## src/rtl/positional_list_insert_delete_search_top_assert.svh

```systemverilog
// Assertion macros for the positional list block, clocked on clock, disabled in reset.
`ifndef POSITIONAL_LIST_INSERT_DELETE_SEARCH_TOP_ASSERT_SVH
`define POSITIONAL_LIST_INSERT_DELETE_SEARCH_TOP_ASSERT_SVH

// condition must hold on every edge
`define PLIST_ASSERT_ALWAYS(label, cond) \
   label: assert property (@(posedge clock) disable iff (reset) (cond)) \
      else $error("positional list: invariant violated");

// same-cycle implication
`define PLIST_ASSERT_IMPL(label, ante, cons) \
   label: assert property (@(posedge clock) disable iff (reset) (ante) |-> (cons)) \
      else $error("positional list: implication violated");

// next-cycle implication
`define PLIST_ASSERT_NEXT(label, ante, cons) \
   label: assert property (@(posedge clock) disable iff (reset) (ante) |=> (cons)) \
      else $error("positional list: next-cycle implication violated");

`endif

```

## src/rtl/pos_list_pkg.sv

```systemverilog
// Shared types and constants for the positional list block.
`timescale 1ns / 1ps
package pos_list_pkg;

   localparam int DEPTH_DEF     = 16;
   localparam int ELEM_BITS_DEF = 32;

   localparam int CMD_W = 2;
   localparam int POS_W = 5;
   localparam int VAL_W = 32;
   localparam int LVL_W = 5;

   localparam logic [CMD_W-1:0] CMD_INSERT = 2'd0;
   localparam logic [CMD_W-1:0] CMD_DELETE = 2'd1;
   localparam logic [CMD_W-1:0] CMD_LOCATE = 2'd2;

   // controller -> datapath
   typedef struct packed {
      logic capture;   // latch the incoming request
      logic execute;   // apply insert/delete, build locate match vector
      logic scan;      // encode first match of a locate
   } ctl_cmd_type;

   // datapath -> controller
   typedef struct packed {
      logic is_locate;
   } ctl_sts_type;

endpackage

```

## src/rtl/pos_list_req_if.sv

```systemverilog
// Request channel interface of the positional list block.
`timescale 1ns / 1ps
interface pos_list_req_if;
   logic                             valid;
   logic                             ready;
   logic [pos_list_pkg::CMD_W-1:0]   command;
   logic [pos_list_pkg::POS_W-1:0]   position;
   logic signed [pos_list_pkg::VAL_W-1:0] value;

   modport source (output valid, output command, output position, output value,
                   input ready);
   modport sink   (input valid, input command, input position, input value,
                   output ready);
endinterface

```

## src/rtl/pos_list_rsp_if.sv

```systemverilog
// Response channel interface of the positional list block.
`timescale 1ns / 1ps
interface pos_list_rsp_if;
   logic                                  valid;
   logic                                  ready;
   logic                                  ok;
   logic signed [pos_list_pkg::VAL_W-1:0] removed_value;
   logic [pos_list_pkg::POS_W-1:0]        found_position;
   logic [pos_list_pkg::LVL_W-1:0]        fill_level;

   modport source (output valid, output ok, output removed_value,
                   output found_position, output fill_level, input ready);
   modport sink   (input valid, input ok, input removed_value,
                   input found_position, input fill_level, output ready);
endinterface

```

## src/rtl/pos_list_ctrl.sv

```systemverilog
// Sequencing state machine of the positional list block.
`timescale 1ns / 1ps
module pos_list_ctrl (
   input  logic                       clock,
   input  logic                       reset,
   input  logic                       req_valid,
   output logic                       req_ready,
   output logic                       rsp_valid,
   input  logic                       rsp_ready,
   input  pos_list_pkg::ctl_sts_type  sts,
   output pos_list_pkg::ctl_cmd_type  cmd
);

   localparam logic [1:0] ST_IDLE = 2'd0;
   localparam logic [1:0] ST_EXEC = 2'd1;
   localparam logic [1:0] ST_SCAN = 2'd2;
   localparam logic [1:0] ST_RESP = 2'd3;

   logic [1:0] state_ff;
   logic [1:0] state_in;
   logic       accept;

   // a new request may enter in the cycle the previous response leaves
   assign req_ready = (state_ff == ST_IDLE) || ((state_ff == ST_RESP) && rsp_ready);
   assign rsp_valid = (state_ff == ST_RESP);
   assign accept    = req_valid && req_ready;

   assign cmd.capture = accept;
   assign cmd.execute = (state_ff == ST_EXEC);
   assign cmd.scan    = (state_ff == ST_SCAN);

   always_comb begin
      state_in = state_ff;
      case (state_ff)
         ST_IDLE: begin
            if (accept) state_in = ST_EXEC;
         end
         ST_EXEC: begin
            state_in = sts.is_locate ? ST_SCAN : ST_RESP;
         end
         ST_SCAN: begin
            state_in = ST_RESP;
         end
         ST_RESP: begin
            if (accept)         state_in = ST_EXEC;
            else if (rsp_ready) state_in = ST_IDLE;
         end
         default: begin
            state_in = ST_IDLE;
         end
      endcase
   end

   always_ff @(posedge clock) begin
      if (reset) state_ff <= ST_IDLE;
      else       state_ff <= state_in;
   end

endmodule

```

## src/rtl/pos_list_dpath.sv

```systemverilog
// Element store, fill count and result registers of the positional list block.
`timescale 1ns / 1ps
module pos_list_dpath #(
   parameter int DEPTH     = pos_list_pkg::DEPTH_DEF,
   parameter int ELEM_BITS = pos_list_pkg::ELEM_BITS_DEF
) (
   input  logic                                   clock,
   input  logic                                   reset,
   input  pos_list_pkg::ctl_cmd_type              cmd,
   output pos_list_pkg::ctl_sts_type              sts,
   input  logic [pos_list_pkg::CMD_W-1:0]         req_command,
   input  logic [pos_list_pkg::POS_W-1:0]         req_position,
   input  logic signed [pos_list_pkg::VAL_W-1:0]  req_value,
   output logic                                   rsp_ok,
   output logic signed [pos_list_pkg::VAL_W-1:0]  rsp_removed_value,
   output logic [pos_list_pkg::POS_W-1:0]         rsp_found_position,
   output logic [pos_list_pkg::LVL_W-1:0]         rsp_fill_level
);

   localparam int CNT_W = $clog2(DEPTH + 1);
   localparam int IDX_W = (DEPTH > 1) ? $clog2(DEPTH) : 1;
   localparam int CMP_W = ((CNT_W > pos_list_pkg::POS_W) ? CNT_W : pos_list_pkg::POS_W) + 1;

   logic [pos_list_pkg::CMD_W-1:0] cmd_ff;
   logic [pos_list_pkg::POS_W-1:0] pos_ff;
   logic [ELEM_BITS-1:0]           key_ff;
   logic [CNT_W-1:0]               count_ff;
   logic [CNT_W-1:0]               count_in;
   logic [ELEM_BITS-1:0]           store_ff [DEPTH];
   logic [ELEM_BITS-1:0]           store_in [DEPTH];
   logic [DEPTH-1:0]               match_ff;
   logic [DEPTH-1:0]               match_in;
   logic                           ok_ff;
   logic [ELEM_BITS-1:0]           removed_ff;
   logic [pos_list_pkg::POS_W-1:0] found_ff;
   logic [pos_list_pkg::POS_W-1:0] found_enc;

   logic [CMP_W-1:0] pos_ext;
   logic [CMP_W-1:0] cnt_ext;
   logic [CMP_W-1:0] slot_ext;
   logic [IDX_W-1:0] slot_idx;
   logic             list_full;
   logic             ins_ok;
   logic             del_ok;
   logic             do_ins;
   logic             do_del;

   assign sts.is_locate = (cmd_ff == pos_list_pkg::CMD_LOCATE);

   assign pos_ext   = CMP_W'(pos_ff);
   assign cnt_ext   = CMP_W'(count_ff);
   assign slot_ext  = pos_ext - CMP_W'(1);
   assign slot_idx  = slot_ext[IDX_W-1:0];
   assign list_full = (count_ff == CNT_W'(DEPTH));
   assign ins_ok    = !list_full && (pos_ff != '0) && (pos_ext <= cnt_ext + CMP_W'(1));
   assign del_ok    = (pos_ff != '0) && (pos_ext <= cnt_ext);
   assign do_ins    = cmd.execute && (cmd_ff == pos_list_pkg::CMD_INSERT) && ins_ok;
   assign do_del    = cmd.execute && (cmd_ff == pos_list_pkg::CMD_DELETE) && del_ok;

   // each entry looks only at itself, its two neighbours and the captured key
   for (genvar i = 0; i < DEPTH; i++) begin : g_entry
      logic [ELEM_BITS-1:0] below;
      logic [ELEM_BITS-1:0] above;
      logic [CMP_W-1:0]     here;

      assign here  = CMP_W'(i);
      assign below = (i == 0) ? key_ff : store_ff[(i == 0) ? 0 : i - 1];
      assign above = (i == DEPTH - 1) ? store_ff[i] : store_ff[(i == DEPTH - 1) ? i : i + 1];

      always_comb begin
         store_in[i] = store_ff[i];
         if (do_ins) begin
            if (here == slot_ext)
               store_in[i] = key_ff;
            else if ((here > slot_ext) && (here <= cnt_ext))
               store_in[i] = below;
         end else if (do_del) begin
            if ((here >= slot_ext) && (here + CMP_W'(1) < cnt_ext))
               store_in[i] = above;
         end
      end

      assign match_in[i] = (store_ff[i] == key_ff) && (here < cnt_ext);

      always_ff @(posedge clock) begin
         store_ff[i] <= store_in[i];
      end
   end

   // first match wins: walk down so the lowest index is written last
   always_comb begin
      found_enc = '0;
      for (int i = DEPTH - 1; i >= 0; i--) begin
         if (match_ff[i]) found_enc = pos_list_pkg::POS_W'(i + 1);
      end
   end

   always_comb begin
      count_in = count_ff;
      if (do_ins)      count_in = count_ff + CNT_W'(1);
      else if (do_del) count_in = count_ff - CNT_W'(1);
   end

   always_ff @(posedge clock) begin
      if (reset) count_ff <= '0;
      else       count_ff <= count_in;
   end

   always_ff @(posedge clock) begin
      if (cmd.capture) begin
         cmd_ff <= req_command;
         pos_ff <= req_position;
         key_ff <= ELEM_BITS'($unsigned(req_value));
      end
      if (cmd.execute) begin
         match_ff   <= match_in;
         ok_ff      <= do_ins || do_del;
         removed_ff <= do_del ? store_ff[slot_idx] : '0;
         found_ff   <= '0;
      end
      if (cmd.scan) begin
         ok_ff    <= |match_ff;
         found_ff <= found_enc;
      end
   end

   assign rsp_ok             = ok_ff;
   assign rsp_removed_value  = $signed(pos_list_pkg::VAL_W'(removed_ff));
   assign rsp_found_position = found_ff;
   assign rsp_fill_level     = pos_list_pkg::LVL_W'(count_ff);

endmodule

```

## src/rtl/positional_list_insert_delete_search_top.sv

```systemverilog
// Top level of the positional list block: controller, datapath and checks.
`timescale 1ns / 1ps
// Ordered list of up to DEPTH elements with insert at a 1-based position,
// delete at a 1-based position and locate-by-value; every request yields one
// response carrying success, the removed element, the first match position and
// the fill level after the request. A request passes through the execute
// step (shift of the register store and parallel compare) and, for locate,
// through the match encoder step as well before its response goes valid. The
// next request is taken in the cycle its predecessor's response is taken, so a
// new request is never accepted while an earlier one is still in flight.
// The store needs no clearing after reset; only entries below the fill level are read.
module positional_list_insert_delete_search_top #(
   parameter int DEPTH     = pos_list_pkg::DEPTH_DEF,
   parameter int ELEM_BITS = pos_list_pkg::ELEM_BITS_DEF
) (
   input  logic           clock,
   input  logic           reset,
   pos_list_req_if.sink   req_ch,
   pos_list_rsp_if.source rsp_ch
);

   pos_list_pkg::ctl_cmd_type ctl_cmd;
   pos_list_pkg::ctl_sts_type ctl_sts;
   logic                      rsp_fields_clear;

   pos_list_ctrl u_ctrl (
      .clock     (clock),
      .reset     (reset),
      .req_valid (req_ch.valid),
      .req_ready (req_ch.ready),
      .rsp_valid (rsp_ch.valid),
      .rsp_ready (rsp_ch.ready),
      .sts       (ctl_sts),
      .cmd       (ctl_cmd)
   );

   pos_list_dpath #(
      .DEPTH     (DEPTH),
      .ELEM_BITS (ELEM_BITS)
   ) u_dpath (
      .clock              (clock),
      .reset              (reset),
      .cmd                (ctl_cmd),
      .sts                (ctl_sts),
      .req_command        (req_ch.command),
      .req_position       (req_ch.position),
      .req_value          (req_ch.value),
      .rsp_ok             (rsp_ch.ok),
      .rsp_removed_value  (rsp_ch.removed_value),
      .rsp_found_position (rsp_ch.found_position),
      .rsp_fill_level     (rsp_ch.fill_level)
   );

   assign rsp_fields_clear = (rsp_ch.removed_value == '0) && (rsp_ch.found_position == '0);

`include "positional_list_insert_delete_search_top_assert.svh"

   // only one request in flight
   `PLIST_ASSERT_NEXT(a_one_in_flight, req_ch.valid && req_ch.ready, !req_ch.ready)
   // a pending response blocks new requests
   `PLIST_ASSERT_IMPL(a_resp_blocks, rsp_ch.valid && !rsp_ch.ready, !req_ch.ready)
   `PLIST_ASSERT_IMPL(a_found_means_ok, rsp_ch.valid && rsp_ch.found_position != '0, rsp_ch.ok)
   `PLIST_ASSERT_IMPL(a_fail_is_clean, rsp_ch.valid && !rsp_ch.ok, rsp_fields_clear)

endmodule
```

## src/flat_wrapper.sv

```systemverilog
// flat-port wrapper written by rule: the top's interface ports become plain ports
module positional_list_insert_delete_search_top_flat 
#(
   parameter int DEPTH     = pos_list_pkg::DEPTH_DEF,
   parameter int ELEM_BITS = pos_list_pkg::ELEM_BITS_DEF
)
  (clock, reset, req_ch_valid, req_ch_command, req_ch_position, req_ch_value, req_ch_ready, rsp_ch_valid, rsp_ch_ok, rsp_ch_removed_value, rsp_ch_found_position, rsp_ch_fill_level, rsp_ch_ready);
  pos_list_req_if req_ch_i ();
  pos_list_rsp_if rsp_ch_i ();
  input  logic clock;
  input  logic reset;
  input wire logic [$bits(req_ch_i.valid)-1:0] req_ch_valid;
  input wire logic [$bits(req_ch_i.command)-1:0] req_ch_command;
  input wire logic [$bits(req_ch_i.position)-1:0] req_ch_position;
  input wire logic [$bits(req_ch_i.value)-1:0] req_ch_value;
  output wire logic [$bits(req_ch_i.ready)-1:0] req_ch_ready;
  output wire logic [$bits(rsp_ch_i.valid)-1:0] rsp_ch_valid;
  output wire logic [$bits(rsp_ch_i.ok)-1:0] rsp_ch_ok;
  output wire logic [$bits(rsp_ch_i.removed_value)-1:0] rsp_ch_removed_value;
  output wire logic [$bits(rsp_ch_i.found_position)-1:0] rsp_ch_found_position;
  output wire logic [$bits(rsp_ch_i.fill_level)-1:0] rsp_ch_fill_level;
  input wire logic [$bits(rsp_ch_i.ready)-1:0] rsp_ch_ready;
  assign req_ch_i.valid = req_ch_valid;
  assign req_ch_i.command = req_ch_command;
  assign req_ch_i.position = req_ch_position;
  assign req_ch_i.value = req_ch_value;
  assign req_ch_ready = req_ch_i.ready;
  assign rsp_ch_valid = rsp_ch_i.valid;
  assign rsp_ch_ok = rsp_ch_i.ok;
  assign rsp_ch_removed_value = rsp_ch_i.removed_value;
  assign rsp_ch_found_position = rsp_ch_i.found_position;
  assign rsp_ch_fill_level = rsp_ch_i.fill_level;
  assign rsp_ch_i.ready = rsp_ch_ready;
  positional_list_insert_delete_search_top #(.DEPTH(DEPTH), .ELEM_BITS(ELEM_BITS)) u_core (.clock(clock), .reset(reset), .req_ch(req_ch_i), .rsp_ch(rsp_ch_i));
endmodule
```

## config.mk

```make
export PLATFORM = sky130hd
export DESIGN_NAME = positional_list_insert_delete_search_top_flat
export DESIGN_NICKNAME = d
export VERILOG_FILES = /design/src/rtl/pos_list_pkg.sv /design/src/rtl/pos_list_req_if.sv /design/src/rtl/pos_list_rsp_if.sv /design/src/rtl/pos_list_ctrl.sv /design/src/rtl/pos_list_dpath.sv /design/src/rtl/positional_list_insert_delete_search_top.sv /design/src/flat_wrapper.sv
export VERILOG_INCLUDE_DIRS = /design/src /design/src/rtl
export SDC_FILE = /design/constraint.sdc
export NUM_CORES = 2
export LEC_CHECK = 0
export BUFFER_PORTS_ARGS = -buffer_cell sky130_fd_sc_hd__buf_2
export CAP_MARGIN = 20
export CORE_MARGIN = 2
export CORE_UTILIZATION = 60
export DETAILED_ROUTE_END_ITERATION = 8
export PLACE_DENSITY = 0.77
export SLEW_MARGIN = 5
export SYNTH_ARGS = -nofsm -noshare
export SYNTH_HDL_FRONTEND = slang
export SYNTH_SLANG_ARGS = --single-unit
```

## constraint.sdc

```tcl
create_clock -name clock -period 6.5 [get_ports clock]
set_input_delay 0.65 -clock clock [delete_from_list [all_inputs] [get_ports clock]]
set_output_delay 0.65 -clock clock [all_outputs]
set_load 0.005 [all_outputs]
```

==> metrics.txt <==
status=completed; CTS resizes=0; Layout area overhead=7.23%; CP endpoint kind=flip-flop; Initial Util=around three fifths; Synth cell types=71; Hold Buf Count CTS=0; worst setup margin=between 1.5 and 2 ns; Via Count=30729; number of global-route vias before repair=between 20000 and 30000; RSZ-0062 raised after global routing=false; drt first-iter violations=4898; PD cells=about 310 nW/µm²; core footprint=between 60000 and 70000 µm²; initial antenna violation count=2; Post-Route WL=~130 mm; Max clock buf depth=3; post-route clock period utilization=between 70% and 80%; top-level I/O count=88; Final GP Congestion=around 1.0; Layout Utilization=between 60% and 70%; Max Freq=approximately 0.20 GHz; Post-CTS Setup Bufs=0; first-pass GRT wire length=between 150 and 200 mm; min-delay worst type=input port to flip-flop; min cycle time layout=about 5.0 ns; ys async rst share=0%; Root Driver=clkbuf_16; crit start category=flip-flop; Num CTS Buffers=between 70 and 80; Reg clk slew, reported paths=approximately 0.060 ns; syn_area_per_cell=10.7 µm²; ant diodes=0; layout cell share with drive strength beyond 1=approximately 11%; critical path peak fanout=about 120; Synth Register Bits=between 600 and 700; Largest stage delay, worst path=between 0.7 and 0.8 ns; Initial DRT Pass Iterations=6; Setup TNS=0 ns; number of port buffers=between 80 and 90; worst skew pair latency=0.63 ns; syn nets=~3800; EDFF count, synth=605; critical path cell sequence=inv_2, nor2_1, nand2_1, xnor2_1, ha_1, and3_1, and3_1, a221oi_2, or2_4, buf_12, buf_4, o21ai_0; commonest cells after routing, fill and taps aside=605 x edfxtp_1, 578 x mux2i_1, 568 x nand2_1; Final ANT Viol Nets=0; final hold vios=0; fin. max-slew vios=0; yosys warns=0; chip width=approximately 260 µm; CTS sink count=between 600 and 700; Seq/Total Area, Yosys=about 45%; Setup CP Type=flip-flop to flip-flop; H-tree levels=3; dpl hpwl=94.4 mm; Leak Pwr=about 17 nW; CP dominant cell by count=and3_1; GRT overflow=0; data required time of the worst path=6.82 ns; Nets=between 3000 and 4000; final setup vio count=0; WL/cell=~29 µm; Max-Cap Viols=0; synthesized area=between 40000 and 50000 µm²; Avg Vias per Cell=6.72; CTS tree=done; Die H=263 µm; largest net degree at the start of global routing=between 200 and 250; Mapped Cells=~3800; GRT Total Usage=37.4%; Arrival @ worst endpoint=approximately 5.3 ns; standard-cell rows=95; clock skew=around 0.024 ns; peak supply drop=roughly 0.33 mV; worst-margin pin slew=1.16 ns; Max-Slew Margin vs Limit=a little under a quarter; slowest cell on the critical path=buf_4; die area=~69000 µm²; Place WS=1.69 ns; predominant post-synthesis flop cell=edfxtp_1; commonest non-fill, non-tap cell in the layout=edfxtp_1; Remaining DRCs=0
==> stage by stage <==
step / total power (W) / area, µm² / hold slack, ns / std cells
3_5_place_dp: 0.00944 / 41000 / 0.559 / 4441
3_3_place_gp: 0.00938 / 41000 / 0.549 / 4441
5_1_grt: 0.0138 / 43300 / 0.192 / 4574
6_report: 0.0134 / 43300 / 0.193 / 4574
4_1_cts: 0.0133 / 43200 / 0.177 / 4571
2_1_floorplan: 0.00788 / 40300 / 0.518 / 3756
==> power by group <==
group          switching [W]  internal, W  leakage [nW]
combinational        0.00316      0.00148          10.7
sequential          0.000212      0.00471          5.56
clock                0.00169      0.00218          1.06
total                0.00507      0.00836          17.3
==> worst max-delay path: cells and delay by family, from the launching register on <==
kind,cells,cell delay [ns]
compound gates,2,0.58
xor+xnor,1,0.22
fa+ha+maj,1,0.28
buf+inv,3,1.38
flops,1,0.59
simple gates,5,1.47
==> layer usage <==
layer,wire [µm],up-vias,global-route usage (%)
met2,55200,1985,52.9
met4,11500,0,28.1
met3,14500,395,8.45
li1,-,13568,-
met5,0,-,0
met1,50200,14781,50.2
==> path summary, 6_finish.rpt <==
path,end,start,slack (ns),depth (start not counted)
hold reg to reg,u_core.u_ctrl.state_ff[1]$_SDFFE_PP0P_,u_core.u_ctrl.state_ff[1]$_SDFFE_PP0P_,0.58,2
hold / removal,u_core.u_dpath.g_entry[0].below[7]$_DFFE_PP_,req_ch_value[7],0.19,1
setup reg to reg,u_core.u_dpath.store_ff[11][15]$_DFFE_PP_,u_core.u_dpath.rsp_fill_level[2]$_SDFFE_PP0P_,1.53,12
setup / recovery,u_core.u_dpath.store_ff[11][15]$_DFFE_PP_,u_core.u_dpath.rsp_fill_level[2]$_SDFFE_PP0P_,1.53,12
==> cell usage after synthesis (5+ instances only) <==
| library cell | count | area share, % |
|---|---|---|
| o21a_1 | 10 | 0.19 |
| xor2_1 | 334 | 7.3 |
| nor4_1 | 104 | 1.6 |
| buf_1 | 21 | 0.20 |
| nand2_1 | 570 | 5.3 |
| buf_4 | 31 | 0.58 |
| mux2i_1 | 578 | 14 |
| ha_1 | 24 | 0.74 |
| mux4_2 | 64 | 3.6 |
| o21ai_0 | 384 | 4.8 |
| edfxtp_1 | 605 | 45 |
| nand4_1 | 57 | 0.88 |
| a31oi_1 | 5 | 0.078 |
| nor2_1 | 34 | 0.32 |
| buf_2 | 108 | 1.3 |
| mux2_2 | 33 | 0.92 |
| nand2b_1 | 9 | 0.14 |
| a21oi_1 | 63 | 0.78 |
| nor3_1 | 43 | 0.53 |
| dfxtp_1 | 7 | 0.35 |
| inv_1 | 14 | 0.13 |
| o221ai_1 | 64 | 1.4 |
| nand3_1 | 17 | 0.21 |
| clkbuf_1 | 179 | 1.7 |
| o21ai_1 | 78 | 0.97 |
| o22ai_1 | 36 | 0.56 |
| buf_6 | 15 | 0.42 |
| xnor2_1 | 184 | 4.0 |
| and3_1 | 6 | 0.093 |
==> state kept, by name, indices dropped and copies added (netlist names) <==
| register | cells |
|---|---|
| u_core.u_dpath.match_ff | 16 |
| u_core.u_dpath.store_ff | 512 |
| u_core.u_dpath.rsp_fill_level | 5 |
| u_core.u_dpath.pos_ff | 5 |
| u_core.u_dpath.cmd_ff | 2 |
| u_core.u_dpath.rsp_found_position | 5 |
| u_core.u_dpath.g_entry.below | 32 |
| u_core.u_dpath.rsp_ok | 1 |
| u_core.u_ctrl.state_ff | 2 |
| u_core.u_dpath.rsp_removed_value | 32 |
==> final cells by class <==
class	count	area, µm²
clock buffer	94	1930
clock inverter	36	255
fill	5176	23700
inverter	16	60.1
multi-input combinational	2773	20500
sequential	612	18300
tap	873	1090
timing repair buffer	170	1150
==> logic make-up (layout without fill, tap and decap cells) <==
| group | Yosys count | in the layout | share of synthesized area (%) |
|---|---|---|---|
| AO/OA/AOI/OAI | 679 | 679 | 9.65 |
| AND/OR/NAND/NOR | 877 | 877 | 9.80 |
| buffers and inverters | 371 | 316 | 4.36 |
| adder cells (fa/ha/maj) | 24 | 24 | 0.744 |
| XOR/XNOR | 518 | 518 | 11.2 |
| multiplexers | 675 | 675 | 18.8 |
| flip-flops | 612 | 612 | 45.4 |
Note: power is estimated with default switching activity, not from simulation.
